### src/rtl/core/dlts_pkg.sv
`default_nettype none

package dlts_pkg;

    localparam int TASK_COUNT   = 26;
    localparam int WORKER_COUNT = 5;

    localparam int TASK_W   = 5;
    localparam int WORKER_W = 3;
    localparam int FIN_W    = $clog2(TASK_COUNT + 1);
    localparam int REM_W    = 9;
    localparam int TICK_W   = 16;
    localparam int BASE_W   = 8;
    localparam int ACT_W    = 3;
    localparam int CFG_IDX_W = 4;
    localparam int CFG_DATA_W = 8;

    localparam logic [BASE_W-1:0] DURATION_BASE_RESET  = 8'd61;
    localparam logic [ACT_W-1:0]  ACTIVE_WORKERS_RESET = 3'd5;

    localparam logic [CFG_IDX_W-1:0] REG_DURATION_BASE  = 4'd0;
    localparam logic [CFG_IDX_W-1:0] REG_ACTIVE_WORKERS = 4'd1;

    localparam logic KIND_EDGE = 1'b0;
    localparam logic KIND_RUN  = 1'b1;

    typedef struct packed {
        logic              kind;
        logic [TASK_W-1:0] before_task;
        logic [TASK_W-1:0] after_task;
    } in_t;

    typedef struct packed {
        logic [TASK_W-1:0] task_res;
        logic [TICK_W-1:0] finish_tick;
        logic              deadlock;
        logic              last;
    } out_t;

    typedef struct packed {
        logic                load_edge;
        logic                start_run;
        logic                tick;
        logic                assign_w;
        logic                retire_w;
        logic                emit_deadlock;
        logic [WORKER_W-1:0] worker;
    } cmd_t;

    typedef struct packed {
        logic busy;
        logic finishing;
        logic out_free;
        logic all_done;
        logic last_worker;
    } status_t;

    typedef enum logic [2:0] {
        ST_IDLE,
        ST_TICK,
        ST_ASSIGN,
        ST_CHECK,
        ST_DEAD,
        ST_FINISH
    } state_t;

endpackage

`default_nettype wire

### src/rtl/core/dlts_ctrl.sv
`default_nettype none

module dlts_ctrl (
    input  wire logic                clk,
    input  wire logic                rst_n,
    input  wire logic                in_valid,
    input  wire logic                in_kind,
    output logic                     in_ready,
    input  wire dlts_pkg::status_t   status,
    output dlts_pkg::cmd_t           cmd
);

    dlts_pkg::state_t                  state_reg, state_next;
    logic [dlts_pkg::WORKER_W-1:0]     w_reg, w_next;
    logic                              stall;

    assign stall = status.finishing && !status.out_free;

    always_comb
    begin
        state_next = state_reg;
        w_next     = w_reg;
        unique case (state_reg)
            dlts_pkg::ST_IDLE:
            begin
                if (in_valid && in_kind == dlts_pkg::KIND_RUN)
                    state_next = dlts_pkg::ST_TICK;
            end
            dlts_pkg::ST_TICK:
            begin
                w_next = '0;
                if (status.all_done)
                    state_next = dlts_pkg::ST_IDLE;
                else
                    state_next = dlts_pkg::ST_ASSIGN;
            end
            dlts_pkg::ST_ASSIGN:
            begin
                if (status.last_worker)
                begin
                    w_next     = '0;
                    state_next = dlts_pkg::ST_CHECK;
                end
                else
                    w_next = w_reg + 1'b1;
            end
            dlts_pkg::ST_CHECK:
            begin
                w_next = '0;
                if (status.busy)
                    state_next = dlts_pkg::ST_FINISH;
                else
                    state_next = dlts_pkg::ST_DEAD;
            end
            dlts_pkg::ST_DEAD:
            begin
                if (status.out_free)
                    state_next = dlts_pkg::ST_IDLE;
            end
            dlts_pkg::ST_FINISH:
            begin
                if (!stall)
                begin
                    if (status.last_worker)
                        state_next = dlts_pkg::ST_TICK;
                    else
                        w_next = w_reg + 1'b1;
                end
            end
            default:
            begin
                state_next = dlts_pkg::ST_IDLE;
            end
        endcase
    end

    always_comb
    begin
        in_ready          = (state_reg == dlts_pkg::ST_IDLE);
        cmd.load_edge     = in_ready && in_valid && (in_kind == dlts_pkg::KIND_EDGE);
        cmd.start_run     = in_ready && in_valid && (in_kind == dlts_pkg::KIND_RUN);
        cmd.tick          = (state_reg == dlts_pkg::ST_TICK) && !status.all_done;
        cmd.assign_w      = (state_reg == dlts_pkg::ST_ASSIGN);
        cmd.retire_w      = (state_reg == dlts_pkg::ST_FINISH) && !stall;
        cmd.emit_deadlock = (state_reg == dlts_pkg::ST_DEAD) && status.out_free;
        cmd.worker        = w_reg;
    end

    always_ff @(posedge clk or negedge rst_n)
    begin
        if (!rst_n)
        begin
            state_reg <= dlts_pkg::ST_IDLE;
            w_reg     <= '0;
        end
        else
        begin
            state_reg <= state_next;
            w_reg     <= w_next;
        end
    end

endmodule

`default_nettype wire

### src/rtl/core/dlts_datapath.sv
`default_nettype none

module dlts_datapath (
    input  wire logic                              clk,
    input  wire logic                              rst_n,
    input  wire dlts_pkg::cmd_t                    cmd,
    input  wire dlts_pkg::in_t                     in_data,
    input  wire logic                              cfg_valid,
    input  wire logic [dlts_pkg::CFG_IDX_W-1:0]    cfg_index,
    input  wire logic [dlts_pkg::CFG_DATA_W-1:0]   cfg_data,
    output dlts_pkg::status_t                      status,
    output logic                                   out_valid,
    input  wire logic                              out_ready,
    output dlts_pkg::out_t                         out_data
);

    localparam int TC = dlts_pkg::TASK_COUNT;
    localparam int WC = dlts_pkg::WORKER_COUNT;

    logic [TC-1:0]                 masks_reg [TC];
    logic [TC-1:0]                 masks_next [TC];
    logic [TC-1:0]                 begun_reg, begun_next;
    logic [TC-1:0]                 done_reg, done_next;
    logic [dlts_pkg::REM_W-1:0]    rem_reg [WC];
    logic [dlts_pkg::REM_W-1:0]    rem_next [WC];
    logic [dlts_pkg::TASK_W-1:0]   cur_reg [WC];
    logic [dlts_pkg::TASK_W-1:0]   cur_next [WC];
    logic [dlts_pkg::TICK_W-1:0]   tick_reg, tick_next;
    logic [dlts_pkg::FIN_W-1:0]    fin_reg, fin_next;
    logic [dlts_pkg::BASE_W-1:0]   base_reg, base_next;
    logic [dlts_pkg::ACT_W-1:0]    act_reg, act_next;
    logic                          out_valid_reg, out_valid_next;
    dlts_pkg::out_t                out_reg, out_next;

    logic [TC-1:0]                 ready_vec;
    logic                          any_ready;
    logic [dlts_pkg::TASK_W-1:0]   pick;
    logic [dlts_pkg::REM_W-1:0]    dur;
    logic [dlts_pkg::ACT_W-1:0]    nw;
    logic                          edge_ok;
    logic [dlts_pkg::REM_W-1:0]    rem_sel;

    // ready: not begun, every prerequisite done
    always_comb
    begin
        for (int t = 0; t < TC; t++)
            ready_vec[t] = !begun_reg[t] && ((masks_reg[t] & ~done_reg) == '0);
        any_ready = |ready_vec;
        pick = '0;
        for (int t = TC - 1; t >= 0; t--)
            if (ready_vec[t])
                pick = dlts_pkg::TASK_W'(t);
        dur = dlts_pkg::REM_W'(base_reg) + dlts_pkg::REM_W'(pick);
        if (dur == '0)
            dur = dlts_pkg::REM_W'(1);
    end

    always_comb
    begin
        if (act_reg == '0)
            nw = dlts_pkg::ACT_W'(1);
        else if (act_reg > dlts_pkg::ACT_W'(WC))
            nw = dlts_pkg::ACT_W'(WC);
        else
            nw = act_reg;
        rem_sel = rem_reg[cmd.worker];
        status.busy = 1'b0;
        for (int w = 0; w < WC; w++)
            if ((dlts_pkg::ACT_W'(w) < nw) && (rem_reg[w] != '0))
                status.busy = 1'b1;
        status.finishing   = (rem_sel == dlts_pkg::REM_W'(1));
        status.out_free    = !out_valid_reg || out_ready;
        status.all_done    = (fin_reg == dlts_pkg::FIN_W'(TC));
        status.last_worker = (dlts_pkg::ACT_W'(cmd.worker) == nw - 1'b1);
        edge_ok = ({1'b0, in_data.before_task} < (dlts_pkg::TASK_W + 1)'(TC))
               && ({1'b0, in_data.after_task} < (dlts_pkg::TASK_W + 1)'(TC));
    end

    always_comb
    begin
        masks_next     = masks_reg;
        begun_next     = begun_reg;
        done_next      = done_reg;
        rem_next       = rem_reg;
        cur_next       = cur_reg;
        tick_next      = tick_reg;
        fin_next       = fin_reg;
        base_next      = base_reg;
        act_next       = act_reg;
        out_next       = out_reg;
        out_valid_next = out_valid_reg && !out_ready;

        if (cfg_valid)
        begin
            if (cfg_index == dlts_pkg::REG_DURATION_BASE)
                base_next = cfg_data;
            else if (cfg_index == dlts_pkg::REG_ACTIVE_WORKERS)
                act_next = cfg_data[dlts_pkg::ACT_W-1:0];
        end

        if (cmd.load_edge && edge_ok)
            masks_next[in_data.after_task][in_data.before_task] = 1'b1;

        if (cmd.start_run)
        begin
            begun_next = '0;
            done_next  = '0;
            tick_next  = '0;
            fin_next   = '0;
            for (int w = 0; w < WC; w++)
            begin
                rem_next[w] = '0;
                cur_next[w] = '0;
            end
        end

        if (cmd.tick && tick_reg != '1)
            tick_next = tick_reg + 1'b1;

        if (cmd.assign_w && rem_sel == '0 && any_ready)
        begin
            rem_next[cmd.worker] = dur;
            cur_next[cmd.worker] = pick;
            begun_next[pick]     = 1'b1;
        end

        if (cmd.retire_w)
        begin
            if (status.finishing)
            begin
                done_next[cur_reg[cmd.worker]] = 1'b1;
                fin_next             = fin_reg + 1'b1;
                out_next.task_res    = cur_reg[cmd.worker];
                out_next.finish_tick = tick_reg;
                out_next.deadlock    = 1'b0;
                out_next.last        = (dlts_pkg::FIN_W'(fin_reg + 1'b1)
                                        == dlts_pkg::FIN_W'(TC));
                out_valid_next       = 1'b1;
            end
            if (rem_sel != '0)
                rem_next[cmd.worker] = rem_sel - 1'b1;
        end

        if (cmd.emit_deadlock)
        begin
            out_next.task_res    = '0;
            out_next.finish_tick = tick_reg;
            out_next.deadlock    = 1'b1;
            out_next.last        = 1'b1;
            out_valid_next       = 1'b1;
        end
    end

    always_ff @(posedge clk or negedge rst_n)
    begin
        if (!rst_n)
        begin
            for (int t = 0; t < TC; t++)
                masks_reg[t] <= '0;
            for (int w = 0; w < WC; w++)
            begin
                rem_reg[w] <= '0;
                cur_reg[w] <= '0;
            end
            begun_reg     <= '0;
            done_reg      <= '0;
            tick_reg      <= '0;
            fin_reg       <= '0;
            base_reg      <= dlts_pkg::DURATION_BASE_RESET;
            act_reg       <= dlts_pkg::ACTIVE_WORKERS_RESET;
            out_valid_reg <= 1'b0;
        end
        else
        begin
            masks_reg     <= masks_next;
            rem_reg       <= rem_next;
            cur_reg       <= cur_next;
            begun_reg     <= begun_next;
            done_reg      <= done_next;
            tick_reg      <= tick_next;
            fin_reg       <= fin_next;
            base_reg      <= base_next;
            act_reg       <= act_next;
            out_valid_reg <= out_valid_next;
        end
    end

    always_ff @(posedge clk)
    begin
        out_reg <= out_next;
    end

    assign out_valid = out_valid_reg;
    assign out_data  = out_reg;

    a_done_begun: assert property (@(posedge clk) disable iff (!rst_n)
        (done_reg & ~begun_reg) == '0)
        else $error("task done without having begun");

    a_fin_range: assert property (@(posedge clk) disable iff (!rst_n)
        fin_reg <= dlts_pkg::FIN_W'(TC))
        else $error("finished count beyond task count");

    a_retire_free: assert property (@(posedge clk) disable iff (!rst_n)
        (cmd.retire_w && status.finishing) |-> status.out_free)
        else $error("completion issued into a full output register");

    a_dead_out: assert property (@(posedge clk) disable iff (!rst_n)
        cmd.emit_deadlock |=> (out_valid_reg && out_reg.deadlock && out_reg.last))
        else $error("deadlock request not presented");

endmodule

`default_nettype wire

### src/rtl/core/dependency_list_task_scheduler.sv
`default_nettype none

// Task scheduler over a dependency list. An edge request (kind 0) loads one
// prerequisite bit if both task indices are in range. A run request
// (kind 1) clears progress and steps through ticks; in each tick the
// controller visits the active workers one per cycle to hand out tasks,
// checks for a busy worker, then visits them again to retire them,
// waiting while a completion meets a full output register. A run ends
// after the result flagged last (a completion, or a deadlock result when
// no worker is busy while tasks remain). Configuration writes are always
// taken and must only be issued while no run is in progress.
module dependency_list_task_scheduler (
    input  wire logic                              clk,
    input  wire logic                              rst_n,
    input  wire logic                              in_valid,
    output logic                                   in_ready,
    input  wire dlts_pkg::in_t                     in_data,
    output logic                                   out_valid,
    input  wire logic                              out_ready,
    output dlts_pkg::out_t                         out_data,
    input  wire logic                              cfg_valid,
    output logic                                   cfg_ready,
    input  wire logic [dlts_pkg::CFG_IDX_W-1:0]    cfg_index,
    input  wire logic [dlts_pkg::CFG_DATA_W-1:0]   cfg_data
);

    dlts_pkg::cmd_t    cmd;
    dlts_pkg::status_t status;

    assign cfg_ready = 1'b1;

    dlts_ctrl u_ctrl (
        .clk      (clk),
        .rst_n    (rst_n),
        .in_valid (in_valid),
        .in_kind  (in_data.kind),
        .in_ready (in_ready),
        .status   (status),
        .cmd      (cmd)
    );

    dlts_datapath u_datapath (
        .clk       (clk),
        .rst_n     (rst_n),
        .cmd       (cmd),
        .in_data   (in_data),
        .cfg_valid (cfg_valid),
        .cfg_index (cfg_index),
        .cfg_data  (cfg_data),
        .status    (status),
        .out_valid (out_valid),
        .out_ready (out_ready),
        .out_data  (out_data)
    );

endmodule

`default_nettype wire
### config.mk
export PLATFORM = sky130hd
export DESIGN_NAME = dependency_list_task_scheduler
export DESIGN_NICKNAME = d
export VERILOG_FILES = /design/src/rtl/core/dlts_pkg.sv /design/src/rtl/core/dlts_ctrl.sv /design/src/rtl/core/dlts_datapath.sv /design/src/rtl/core/dependency_list_task_scheduler.sv
export SDC_FILE = /design/constraint.sdc
export NUM_CORES = 2
export LEC_CHECK = 0
export BUFFER_PORTS_ARGS = -buffer_cell sky130_fd_sc_hd__buf_2
export CAP_MARGIN = 15
export CORE_UTILIZATION = 30
export CTS_CLUSTER_SIZE = 25
export DETAILED_ROUTE_END_ITERATION = 8
export SETUP_SLACK_MARGIN = 0.15
export SYNTH_ARGS = -nofsm -noshare
export SYNTH_HDL_FRONTEND = slang
export SYNTH_HIERARCHICAL = 1
export SYNTH_SLANG_ARGS = --single-unit
### constraint.sdc
create_clock -name clk -period 4.52 [get_ports clk]
set_input_delay 0.452 -clock clk [delete_from_list [all_inputs] [get_ports clk]]
set_output_delay 0.452 -clock clk [all_outputs]
set_load 0.03 [all_outputs]
; ---- After elaboration in Yosys (flattened, before gate mapping)
; Index checks and enable logic that the tools add are counted.
[word_totals]
in_bits = 28
wordCells = 344
out_inout_bits = 26
ff_bits = 860
[op_classes]
n_bitwise = 34
muxes = 89
magnitude_cmp = 18
n_addsub = 6
n_eq_ne = 17
n_reduce_logical = 131
[op_table]
columns = operator, count
row1 = 26-bit AND, 26
row2 = 26-bit logical NOT, 26
row3 = 676-bit OR, 1
row4 = 45-bit two-way mux, 4
row5 = 5-bit two-way mux, 32
row6 = 26-bit two-way mux, 6
row7 = 26-bit demux with 5-bit select, 1
row8 = 45-bit bitwise mux, 2
row9 = 18-bit two-way mux, 3
row10 = 9-bit nonzero test, 6
row11 = 26-bit OR, 2
row12 = 1-bit logical AND, 50
row13 = 25-bit two-way mux, 2
row14 = 9-bit two-way mux, 4
row15 = 16-bit two-way mux, 2
row16 = 1-bit logical NOT, 31
row17 = 3-bit two-way mux, 10
row18 = 9-bit binary-select mux with 3-bit select, 1
row19 = 9-bit demux with 3-bit select, 1
row20 = 26-bit inverter, 1
row21 = 26-bit OR reduction, 1
row22 = 25-bit bitwise mux, 1
row23 = 9-bit logical NOT, 2
row24 = "5-bit by 6-bit less-than comparator with 1-bit output, second input constant", 3
row25 = other kinds (45), 77

; ---- Depth between registers and ports, before layout
[logic_depth]
ltp_word = 38
ltp_mapped = 23

; ---- Cells and area by module
; Netlist, hierarchy kept.
[modules_own_cells]
columns = mod, cells_per_inst, instances, area_per_inst_um2, seq_area_each_um2
row1 = dlts_datapath, 3192, 1, 37169.4, 21424.3
row2 = dlts_ctrl, 38, 1, 386.6, 150.1
row3 = dependency_list_task_scheduler, 2, 1, 11.3, 0.0

; ---- Least setup slack after synthesis
; Ideal clock, no wire load.
[synth_path]
path_type = register -> register
start = register u_datapath.done_reg[0]
end = register u_datapath/rem_reg[9] (netlist name)
arrival_ns = 4.724
t_required_ns = 4.438
n_path_buf = 3
stages_incl_launch_ff = 24
period_less_slack_ns = 4.806
path_slack_ns = -0.286
setup_time_ns = 0.082
path_cell_list = dfrtp_1 -> buf_4 -> inv_2 -> buf_4 -> a2111oi_0 -> nand4_1 -> or4_1 -> a21oi_1 -> o21ai_1 -> a21o_2 -> nor2_8 -> buf_6 -> inv_1 -> ha_1 -> fa_1 -> a21o_1 -> a21oi_1 -> inv_1 -> a21oi_1 -> nor2b_1 -> xnor2_1 -> a41o_1 -> nand4_1 -> a31oi_1
[synth_lines]
columns = element, line
row1 = start: declaration, dlts_datapath.sv:23  ; logic [TC-1:0] done_reg, done_next;
row2 = start signal: assignment, dlts_datapath.sv:179  ; done_reg <= done_next;
row3 = end signal: assignment, dlts_datapath.sv:176  ; rem_reg <= rem_next;
row4 = end: declaration, dlts_datapath.sv:24  ; logic [dlts_pkg::REM_W-1:0] rem_reg [WC];

==> flow_summary.json <==
{
  "outcome": "finished, violations left",
  "violations": "DRC, setup timing",
  "synthTopCellsByArea": "dfrtp_1, a21o_1, nor2b_1, a2111oi_0, a22oi_1",
  "p_sw_mw": 6.21,
  "critical_path.endpoint_type": "flip-flop",
  "critPathLaunchType": "flip-flop",
  "final_nets": 3676,
  "post-dp-hpwl_um": 95300,
  "ant_nets": 0,
  "rsz0062_at_grt": "true",
  "ff_latch_area_um2": 21600,
  "maxSlewViolCount": 0,
  "clkTransAtPathRegs_ps": 60,
  "rows": 129,
  "first_pass_iters": 7,
  "cts_buffers": 95,
  "cp.depth": 24,
  "gp_congestion": 0.951,
  "nFillCells": 11900,
  "relSlewSlack_pct": 18.0,
  "largest_register_ffs": 676,
  "setup_viol": 15,
  "synthCells": 3232,
  "period_needed_ps": 4780,
  "hold_path_depth": 2,
  "hold_viol_final": 0,
  "area_delta_synth_final_pct": 27.4,
  "placed_cell_area_um2": 42800,
  "mostFrequentLayoutCell": "dfrtp_1",
  "route.detailed.drc": 16,
  "critical-path-top-delay-family": "compound AO/OA/AOI/OAI gates",
  "ys_seq_area_share_pct": 57.4,
  "top_level_ports": 54,
  "min_path_type": "in2reg",
  "post_drt_wl_per_cell_um": 26.5,
  "utilization_pct": 38.6,
  "crit_path_max_fanout": 5,
  "yosysUniqueCellTypes": 101,
  "cts_max_path_buffers": 3,
  "die_w_um": 356,
  "seqPwrFrac_pct": 40.8,
  "ir_drop_uv": 273,
  "ctsHtreeMaxLevel": 3,
  "drv_cap": 0,
  "multi_input_area_um2": 16000,
  "cts_tree": "built",
  "cp.required_ps": 5110,
  "worstMarginPinSlew_ps": 1230,
  "swShare_pct": 30.1,
  "avgSynthCellArea_um2": 11.6,
  "clockRootBuffer": "clkbuf_16",
  "clk_latency_ps": 680,
  "track_usage_pct": 22.2,
  "final_cells": 5347,
  "combPwrFrac_pct": 19.9,
  "finalSetupTns_ps": -2300,
  "die_area_um2": 127000,
  "p_total_mw": 20.6,
  "drive_above_1_share_pct": 26.9,
  "grt_pass1_vias": 29500,
  "io_buffers": 52,
  "reg2reg_depth": 24,
  "intPower_mw": 14.4,
  "drt_iter0_drc": 3430,
  "holdWs_ps": 72.2,
  "fin_ws_ps": -257,
  "fmax_mhz": 209,
  "async_flop_share_pct": 97.3,
  "vias": 29800,
  "clockPowerShare_pct": 39.3,
  "cts.sinks": 860,
  "synth_top_area_share_pct": 55.3,
  "worstPathArrival_ps": 5370,
  "wirelength_um": 142000,
  "cp_cell_sequence": "buf_4, buf_4, nor2b_1, a2111oi_4, nand4_1, a2111oi_4, buf_6, a21oi_2, o211a_1, and3_4, nor2_8, inv_4, ha_4, fa_2, a21o_1, a21oi_2, inv_1, a21oi_2, nor2b_2, xnor2_2, buf_4, buf_6, or2_1, a31oi_1",
  "slowest_stage": "dfrtp_1",
  "cpPeakStageDelay_ps": 390,
  "die_height_um": 356,
  "synthesis.nets": 3275,
  "place_ws_ps": -934,
  "cellPowerDensity_nw_per_um2": 431,
  "syn_area_um2": 37600,
  "grt_overflow": 0,
  "antenna_found_initial": 4,
  "final_cell_mix": "dfrtp_1, a21o_1, buf_4",
  "grt_max_degree": 110,
  "netlist.top_cell.by_area": "dfrtp_1",
  "finalInstanceArea_um2": 47900,
  "path_buf_inv": 7,
  "critPathKind": "reg2reg",
  "ys_ff_latch": 860,
  "synth_edf_count": 16,
  "place_inst": 5114,
  "fin_crit_sh_pct": 106,
  "core-area_um2": 124000,
  "post_drt_via_cell_ratio": 5.58,
  "synth_ff_type": "dfrtp_1",
  "start_util_pct": 30.3,
  "grt_first_pass_wirelength_um": 208000,
  "finalClockSkew_ps": 43.8,
  "p_leak_nw": 27.6,
  "ys_warn_count": 6
}
power groups by stage:
stage | clock network [mW] | logic (mW) | registers [mW]
after floorplan | 0 | 2.13 | 8.42
after global placement | 0 | 3.73 | 8.52
after detailed placement | 0 | 3.75 | 8.53
after CTS | 8.22 | 3.90 | 8.40
after global routing | 8.53 | 4.34 | 8.46
final | 8.10 | 4.09 | 8.42
cells in the mapped netlist, types with 53 or more instances:
cell type and instances:
dfrtp_1 830, a21o_1 649, nor2b_1 280, clkbuf_1 141
nand2_1 131, nor2_1 124, a22oi_1 98, a2111oi_0 90
inv_1 67, nand4_1 64, a21oi_1 54, nand3_1 53
final timing paths:
kind                                           startpoint                         to  slack, ps
worst max-delay path              u_datapath/done_reg[16]     u_datapath/rem_reg[24]       -260
worst min-delay path                          cfg_data[0]     u_datapath/base_reg[0]         70
worst max register to register    u_datapath/done_reg[16]     u_datapath/rem_reg[24]       -260
worst min register to register  u_datapath/masks_reg[388]  u_datapath/masks_reg[388]        440
max in group asynchronous                           rst_n  u_datapath/masks_reg[649]       2810
min in group asynchronous                           rst_n  u_datapath/masks_reg[522]        500
what timing repair did:
item                                    CTS  global route
gates cloned                              0             0
resized for setup                       164           125
endpoints found under the setup margin   45            35
pin swaps                                53            83
hold buffers                              6             0
setup buffers                            26            26
hold endpoints to repair                 98             0
per-layer routing:
| metal | vias to the layer above | global-route usage, % | part of all wire [%] |
|---|---|---|---|
| met5 | - | 0 | 0 |
| met4 | 0 | 8.86 | 4.4 |
| met3 | 346 | 4.79 | 9.0 |
| met2 | 1405 | 34.1 | 45 |
| met1 | 15500 | 30.3 | 42 |
| li1 | 12600 | - | - |
area by class of cell:
| cell class | count | share of cell area [%] |
|---|---|---|
| diodes | 2 | 0.0105 |
| clock buffers | 137 | 6.02 |
| clock inverters | 35 | 0.834 |
| inverters | 89 | 0.753 |
| multi-input cells | 2067 | 33.5 |
| flip-flops and latches | 860 | 45.1 |
| well taps | 1637 | 4.28 |
| repair buffers | 520 | 9.52 |
kinds of logic after synthesis:
logic type	share of synthesized area [%]
AOI/OAI and AO/OA	24.1
xor gates and xnor gates	0.396
adders and majority gates	0.520
buffers and inverters	3.69
DFF	57.4
muxes	1.50
other	0.00998
and+or+nand+nor	12.3
No activity file was read; power rests on OpenSTA's default activity.
